<file path="src/hdl/resize_request_debouncer_core_defines.svh">
// Assertion macros for the resize request debouncer.
`ifndef RESIZE_REQUEST_DEBOUNCER_CORE_DEFINES_SVH
`define RESIZE_REQUEST_DEBOUNCER_CORE_DEFINES_SVH

`ifndef ASSERT_OFF
`define RRD_ASSERT(lbl, clk, rst_n, prop) \
	lbl: assert property (@(posedge clk) disable iff (!rst_n) prop) \
		else $error("rrd assertion failed");
`define RRD_ASSERT_ALWAYS(lbl, clk, prop) \
	lbl: assert property (@(posedge clk) prop) \
		else $error("rrd assertion failed");
`else
`define RRD_ASSERT(lbl, clk, rst_n, prop)
`define RRD_ASSERT_ALWAYS(lbl, clk, prop)
`endif

`endif

</file>
<file path="src/hdl/rrd_pkg.sv">
`default_nettype none
package rrd_pkg;

	localparam int DIM_BITS  = 16;
	localparam int TIME_BITS = 32;
	localparam int WIN_BITS  = 32;
	localparam int CMP_BITS  = (TIME_BITS > WIN_BITS) ? TIME_BITS : WIN_BITS;

	localparam logic [WIN_BITS-1:0] WIN_RESET = WIN_BITS'(1000);

	localparam logic [1:0] CMD_REQUEST = 2'd0;
	localparam logic [1:0] CMD_TICK    = 2'd1;
	localparam logic [1:0] CMD_FLUSH   = 2'd2;
	localparam logic [1:0] CMD_RESET   = 2'd3;

	typedef struct packed {
		logic [1:0]                 command;
		logic signed [DIM_BITS-1:0] req_width;
		logic signed [DIM_BITS-1:0] req_height;
		logic [TIME_BITS-1:0]       now_ticks;
	} in_item_t;

	typedef struct packed {
		logic                       applied;
		logic signed [DIM_BITS-1:0] out_width;
		logic signed [DIM_BITS-1:0] out_height;
		logic                       pending_flag;
		logic [WIN_BITS-1:0]        ticks_left;
	} out_item_t;

endpackage
`default_nettype wire

</file>
<file path="src/hdl/rrd_in_stage.sv">
`default_nettype none
module rrd_in_stage (
	input  wire logic              clk,
	input  wire logic              arst_n,
	input  wire logic              in_valid,
	output logic                   in_ready,
	input  wire rrd_pkg::in_item_t in_data,
	input  wire logic              advance,
	output logic                   valid_s1,
	output rrd_pkg::in_item_t      item_s1
);
	import rrd_pkg::*;

	assign in_ready = !valid_s1 || advance;

	always_ff @(posedge clk or negedge arst_n) begin
		if (!arst_n) begin
			valid_s1 <= 1'b0;
		end else if (in_ready) begin
			valid_s1 <= in_valid;
		end
	end

	always_ff @(posedge clk) begin
		if (in_valid && in_ready) begin
			item_s1 <= in_data;
		end
	end

endmodule
`default_nettype wire

</file>
<file path="src/hdl/rrd_update.sv">
`default_nettype none
module rrd_update (
	input  wire logic                 clk,
	input  wire logic                 arst_n,
	input  wire logic                 fire,
	input  wire rrd_pkg::in_item_t    item,
	input  wire logic                 cfg_we,
	input  wire logic [rrd_pkg::WIN_BITS-1:0] cfg_wdata,
	output rrd_pkg::out_item_t        result
);
	import rrd_pkg::*;

	logic [WIN_BITS-1:0]        window_q;
	logic signed [DIM_BITS-1:0] eff_w_q, eff_h_q, pend_w_q, pend_h_q;
	logic                       waiting_q;
	logic [TIME_BITS-1:0]       last_q;

	logic signed [DIM_BITS-1:0] eff_w_d, eff_h_d, pend_w_d, pend_h_d;
	logic                       waiting_d;
	logic [TIME_BITS-1:0]       last_d;
	logic                       applied;
	logic                       req_pos;
	logic [TIME_BITS-1:0]       el_cur, el_new;
	logic [CMP_BITS-1:0]        win_ext, el_cur_ext, el_new_ext, left_ext;

	assign req_pos = !item.req_width[DIM_BITS-1] && (item.req_width != '0) &&
		!item.req_height[DIM_BITS-1] && (item.req_height != '0);
	assign win_ext    = CMP_BITS'(window_q);
	assign el_cur     = item.now_ticks - last_q;
	assign el_cur_ext = CMP_BITS'(el_cur);

	always_comb begin
		eff_w_d   = eff_w_q;
		eff_h_d   = eff_h_q;
		pend_w_d  = pend_w_q;
		pend_h_d  = pend_h_q;
		waiting_d = waiting_q;
		last_d    = last_q;
		applied   = 1'b0;
		unique case (item.command)
			CMD_REQUEST: begin
				if (req_pos) begin
					if (item.req_width == eff_w_q && item.req_height == eff_h_q) begin
						if (waiting_q) begin
							waiting_d = 1'b0;
							pend_w_d  = item.req_width;
							pend_h_d  = item.req_height;
						end
					end else if (!waiting_q || item.req_width != pend_w_q ||
						item.req_height != pend_h_q) begin
						pend_w_d  = item.req_width;
						pend_h_d  = item.req_height;
						last_d    = item.now_ticks;
						waiting_d = 1'b1;
					end
				end
			end
			CMD_TICK: begin
				if (waiting_q && el_cur_ext >= win_ext) begin
					eff_w_d   = pend_w_q;
					eff_h_d   = pend_h_q;
					waiting_d = 1'b0;
					applied   = 1'b1;
				end
			end
			CMD_FLUSH: begin
				if (waiting_q) begin
					eff_w_d   = pend_w_q;
					eff_h_d   = pend_h_q;
					waiting_d = 1'b0;
				end
				applied = 1'b1;
			end
			CMD_RESET: begin
				eff_w_d   = item.req_width;
				eff_h_d   = item.req_height;
				pend_w_d  = item.req_width;
				pend_h_d  = item.req_height;
				waiting_d = 1'b0;
				last_d    = '0;
			end
			default: begin
			end
		endcase
	end

	assign el_new     = item.now_ticks - last_d;
	assign el_new_ext = CMP_BITS'(el_new);
	assign left_ext   = (waiting_d && win_ext > el_new_ext) ? (win_ext - el_new_ext) : '0;

	always_comb begin
		result.applied      = applied;
		result.out_width    = eff_w_d;
		result.out_height   = eff_h_d;
		result.pending_flag = waiting_d;
		result.ticks_left   = left_ext[WIN_BITS-1:0];
	end

	always_ff @(posedge clk or negedge arst_n) begin
		if (!arst_n) begin
			window_q  <= WIN_RESET;
			eff_w_q   <= '0;
			eff_h_q   <= '0;
			pend_w_q  <= '0;
			pend_h_q  <= '0;
			waiting_q <= 1'b0;
			last_q    <= '0;
		end else begin
			if (cfg_we) begin
				window_q <= cfg_wdata;
			end
			if (fire) begin
				eff_w_q   <= eff_w_d;
				eff_h_q   <= eff_h_d;
				pend_w_q  <= pend_w_d;
				pend_h_q  <= pend_h_d;
				waiting_q <= waiting_d;
				last_q    <= last_d;
			end
		end
	end

endmodule
`default_nettype wire

</file>
<file path="src/hdl/rrd_out_stage.sv">
`default_nettype none
module rrd_out_stage (
	input  wire logic               clk,
	input  wire logic               arst_n,
	input  wire logic               load,
	input  wire rrd_pkg::out_item_t result,
	output logic                    out_valid,
	input  wire logic               out_ready,
	output rrd_pkg::out_item_t      out_data,
	output logic                    room
);
	import rrd_pkg::*;

	assign room = !out_valid || out_ready;

	always_ff @(posedge clk or negedge arst_n) begin
		if (!arst_n) begin
			out_valid <= 1'b0;
		end else if (room) begin
			out_valid <= load;
		end
	end

	always_ff @(posedge clk) begin
		if (load) begin
			out_data <= result;
		end
	end

endmodule
`default_nettype wire

</file>
<file path="src/hdl/resize_request_debouncer_core.sv">
// channel   direction  handshake             payload
// in        input      in_valid / in_ready   in_data   (rrd_pkg::in_item_t)
// out       output     out_valid / out_ready out_data  (rrd_pkg::out_item_t)
// cfg       input      cfg_we                cfg_wdata (settle window)
//
// One item per cycle unless out stalls; out_valid rises as the result register loads.
// Input register feeds one pass of compare/subtract logic that updates the
// debounce state and loads the result register in the same cycle.
// arst_n clears valids and state; settle window resets to 1000 ticks.
// A stalled output holds the input register; in_ready drops only when both are full.
`default_nettype none
`include "resize_request_debouncer_core_defines.svh"
module resize_request_debouncer_core (
	input  wire logic                 clk,
	input  wire logic                 arst_n,
	input  wire logic                 in_valid,
	output logic                      in_ready,
	input  wire rrd_pkg::in_item_t    in_data,
	output logic                      out_valid,
	input  wire logic                 out_ready,
	output rrd_pkg::out_item_t        out_data,
	input  wire logic                 cfg_we,
	input  wire logic [rrd_pkg::WIN_BITS-1:0] cfg_wdata
);
	import rrd_pkg::*;

	logic      valid_s1;
	in_item_t  item_s1;
	out_item_t result;
	logic      room;
	logic      fire;

	assign fire = valid_s1 && room;

	rrd_in_stage u_in (
		.clk      (clk),
		.arst_n   (arst_n),
		.in_valid (in_valid),
		.in_ready (in_ready),
		.in_data  (in_data),
		.advance  (room),
		.valid_s1 (valid_s1),
		.item_s1  (item_s1)
	);

	rrd_update u_update (
		.clk       (clk),
		.arst_n    (arst_n),
		.fire      (fire),
		.item      (item_s1),
		.cfg_we    (cfg_we),
		.cfg_wdata (cfg_wdata),
		.result    (result)
	);

	rrd_out_stage u_out (
		.clk       (clk),
		.arst_n    (arst_n),
		.load      (fire),
		.result    (result),
		.out_valid (out_valid),
		.out_ready (out_ready),
		.out_data  (out_data),
		.room      (room)
	);

	`RRD_ASSERT(a_full_blocks, clk, arst_n, (valid_s1 && out_valid && !out_ready) |-> !in_ready)
	`RRD_ASSERT(a_fire_delivers, clk, arst_n, fire |=> out_valid)
	`RRD_ASSERT(a_idle_no_left, clk, arst_n,
		out_valid |-> (out_data.pending_flag || out_data.ticks_left == '0))
	`RRD_ASSERT_ALWAYS(a_applied_clears, clk,
		(out_valid && out_data.applied) |-> !out_data.pending_flag)

endmodule
`default_nettype wire

</file>
<file path="config.mk">
export PLATFORM = sky130hd
export DESIGN_NAME = resize_request_debouncer_core
export DESIGN_NICKNAME = d
export VERILOG_FILES = /design/src/hdl/rrd_pkg.sv /design/src/hdl/rrd_in_stage.sv /design/src/hdl/rrd_update.sv /design/src/hdl/rrd_out_stage.sv /design/src/hdl/resize_request_debouncer_core.sv
export VERILOG_INCLUDE_DIRS = /design/src /design/src/hdl
export SDC_FILE = /design/constraint.sdc
export NUM_CORES = 1
export LEC_CHECK = 0
export BUFFER_PORTS_ARGS = -buffer_cell sky130_fd_sc_hd__buf_2
export CORE_AREA = 2 2 206 208
export CTS_CLUSTER_DIAMETER = 50
export DETAILED_ROUTE_END_ITERATION = 8
export DIE_AREA = 0 0 208 210
export SETUP_SLACK_MARGIN = 0.4
export SYNTH_ARGS = -nofsm -noshare
export SYNTH_HDL_FRONTEND = slang
export SYNTH_SLANG_ARGS = --single-unit
export TNS_END_PERCENT = 5
</file>
<file path="constraint.sdc">
create_clock -name clk -period 16.62 [get_ports clk]
set_input_delay 4.155 -clock clk [delete_from_list [all_inputs] [get_ports clk]]
set_output_delay 4.155 -clock clk [all_outputs]
set_load 0.02 [all_outputs]
</file>
==> flow_metrics.env <==
export IMPL_status="finished clean"
export IMPL_synth_top_area_cell="edfxtp_1"
export IMPL_routed_via_density=5.79
export IMPL_worstMarginPinSlew_ps=1090
export IMPL_nNetsFinal=2137
export IMPL_setup_ws_ps=7850
export IMPL_cts_tree="done"
export IMPL_die_width_microns=208
export IMPL_drtPass1Iterations=6
export IMPL_grt_pass1_vias=14100
export IMPL_synth_nets=1984
export IMPL_report_final_slew_viol_count=0
export IMPL_gr_usage_met1=0.297
export IMPL_ys_warn_count=0
export IMPL_post_route_period_util=0.528
export IMPL_worstSetupPathType="input pin to primary output"
export IMPL_hold_violations=0
export IMPL_rsz0062_at_grt="no"
export IMPL_cts_root_buf="clkbuf_16"
export IMPL_dpl_cell_area_sq_um=18600
export IMPL_internal_power_mw=1.58
export IMPL_wl_per_cell_microns=20.1
export IMPL_syn_to_final_growth_pct=15.1
export IMPL_cts_htree_levels=2
export IMPL_drtIter0Drc=1025
export IMPL_min_to="u_out.out_valid"
export IMPL_clk_pin_slew_ps=50
export IMPL_path_max_fanout=3
export IMPL_ys_top_cells_by_area="edfxtp_1 (23%), dfrtp_1 (18%), ha_1 (9.4%)"
export IMPL_tns_ps=0
export IMPL_hp_class="flip-flop to flip-flop"
export IMPL_clock_skew_ps=38.9
export IMPL_avgSynthCellArea_sq_um=9.86
export IMPL_ctsHoldBuffers=0
export IMPL_synth_area_sq_um=17200
export IMPL_grt_antenna_before_repair=0
export IMPL_end_kind="primary output"
export IMPL_p_per_area_nw_per_um2=122
export IMPL_clkLatencyLatePin_ps=570
export IMPL_rrSetupSlack_ps=8310
export IMPL_reg2reg_from="u_in.item_s1[38]"
export IMPL_final_cell_mix="buf_2 (169), a21oi_1 (163), nand2_1 (146), nor2_1 (139), edfxtp_1 (132)"
export IMPL_seq_area_frac_synth=0.420
export IMPL_cts_resized_gates=0
export IMPL_clkSinkCount=263
export IMPL_drc=0
export IMPL_numCtsBuffers=39
export IMPL_finalWirelength_mm=49.7
export IMPL_hpwl_mm=34.7
export IMPL_ir_drop_uv=77.3
export IMPL_ys_types=72
export IMPL_comb_power_share=0.300
export IMPL_fmax_mhz=114
export IMPL_drive_gt1_frac=0.174
export IMPL_die_area_sq_um=43700
export IMPL_place_inst=2399
export IMPL_io_pins=171
export IMPL_use_met2=0.360
export IMPL_cts_setup_buffers=0
export IMPL_num_vias=14300
export IMPL_use_met3=0.0358
export IMPL_final_common_cell="buf_2"
export IMPL_setup_violations_final=0
export IMPL_grt_start_max_net_pins=67
export IMPL_coreArea_sq_um=41500
export IMPL_critPathMostFrequentCell="buf_2"
export IMPL_grt_ovfl_total=0
export IMPL_power_switching_mw=0.836
export IMPL_preCtsSetupSlack_ps=7860
export IMPL_worstHoldStart="u_in.valid_s1"
export IMPL_ys_seq_elements=263
export IMPL_yosys_area_top_type_share=0.230
export IMPL_swShare=0.346
export IMPL_synthesis_instances=1748
export IMPL_async_flop_share=0.498
export IMPL_crit_chain="buf_2 > nand3b_1 > buf_2"
export IMPL_grt_first_pass_wirelength_mm=76.7
export IMPL_grt_util_all_layers=0.223
export IMPL_grt_busiest_layer="met2"
export IMPL_stdcell_area_sq_um=19800
export IMPL_layoutNonFillerInstCount=2471
export IMPL_core_rowCount=75
export IMPL_clockPowerShare=0.338
export IMPL_rr_endpoint="u_out.out_data[26]"
export IMPL_ant_nets=0
export IMPL_relSlewSlack=0.276
export IMPL_arrival_ps=4610
export IMPL_start_util=0.416
export IMPL_cp_slowest_stage_delay_ps=180
export IMPL_synth_edff_count=132
export IMPL_ys_flop_type="edfxtp_1"
export IMPL_period_minus_slack_ps=8770
export IMPL_clk_path_buf_depth=3
export IMPL_gp_congestion=0.900
export IMPL_portBuffers=170
export IMPL_hold_depth=1
export IMPL_dieHeight_microns=210
export IMPL_sequentialPowerShare=0.361
export IMPL_leakage_nw=8.22
export IMPL_antenna_cells=0
export IMPL_critPathLaunchType="input pin"
export IMPL_cp_slowest_cell="nand3b_1"
export IMPL_maxCapViolations=0
export IMPL_r2r_cells=24
export IMPL_cp_data_required_time_ps=12470
## Yosys cell counts, drive strengths merged (31+ instances only)
library cell / instances
a21oi: 163
nand2: 146
nor2: 141
edfxtp: 132
ha: 130
dfrtp: 125
o21ai: 111
xnor2: 106
inv: 93
mux2: 64
a21o: 54
clkbuf: 53
xor2: 43
a31oi: 40
a221oi: 35
a22o: 33
nand4: 31
## sequential cells by signal, summed over array words and instances, names as in the netlist
name,flops
u_out.out_valid,1
u_update.win_ext,32
u_in.item_s1,66
u_update.waiting_q,1
u_update.eff_h_q,16
u_out.out_data,66
u_update.pend_w_q,16
u_update.last_q,32
u_update.eff_w_q,16
u_update.pend_h_q,16
u_in.valid_s1,1
## kinds of logic (layout without fill, tap and decap cells)
kind of cell,Yosys count,in the layout,synth area share
adders and majority gates,133,133,0.0978
and+or+nand+nor,419,419,0.109
buffers and inverters,164,348,0.0395
xor gates and xnor gates,149,149,0.0757
AOI/OAI and AO/OA,554,554,0.208
DFF,263,263,0.420
muxes,66,66,0.0495
## per-layer routing
layer | up-vias | wire, microns | share of wire
met2 | 514 | 22900 | 0.46
met5 | - | 0 | 0
li1 | 6763 | - | -
met3 | 119 | 3040 | 0.061
met4 | 0 | 1880 | 0.038
met1 | 6907 | 21800 | 0.44
## through the flow
| stage | util | hold WS (ps) | total power [mW] |
|---|---|---|---|
| global placement | 0.448 | 471 | 1.59 |
| detailed placement | 0.448 | 490 | 1.60 |
| CTS | 0.478 | 494 | 2.43 |
| global route | 0.478 | 525 | 2.54 |
| floorplan | - | 457 | 1.39 |
| finish | 0.478 | 491 | 2.42 |
## power by group through the flow
stage	logic [mW]	registers, mW	clock network [mW]
after floorplan	0.517	0.878	0
after global placement	0.706	0.879	0
after detailed placement	0.717	0.883	0
after CTS	0.722	0.872	0.836
after global routing	0.800	0.885	0.859
final	0.726	0.874	0.818
## area by class of cell
cell class | count | area (sq um)
clock inverter | 25 | 264
inverter | 93 | 349
fill | 3860 | 21600
multi-input combinational | 1321 | 9350
tap | 539 | 674
clock buffer | 47 | 1010
sequential | 263 | 7250
timing repair buffer | 183 | 955
## worst max path at each step
| stage | depth (start not counted) | end | slack (ps) | from |
|---|---|---|---|---|
| 5_1_grt | 24 | u_out.out_data[26] | 7720 | u_in.item_s1[53] |
| 4_1_cts | 3 | in_ready | 7850 | out_ready |
| 3_3_place_gp | 3 | in_ready | 7860 | out_ready |
| 3_5_place_dp | 3 | in_ready | 7860 | out_ready |
| 2_1_floorplan | 1 | in_ready | 8030 | out_ready |
| 6_report | 3 | in_ready | 7850 | out_ready |
## critical path: cells and delay by family
kind          cells  cell delay, ps
simple gates      1             180
buf+inv           2             280
Note: power is estimated with default switching activity, not from simulation.
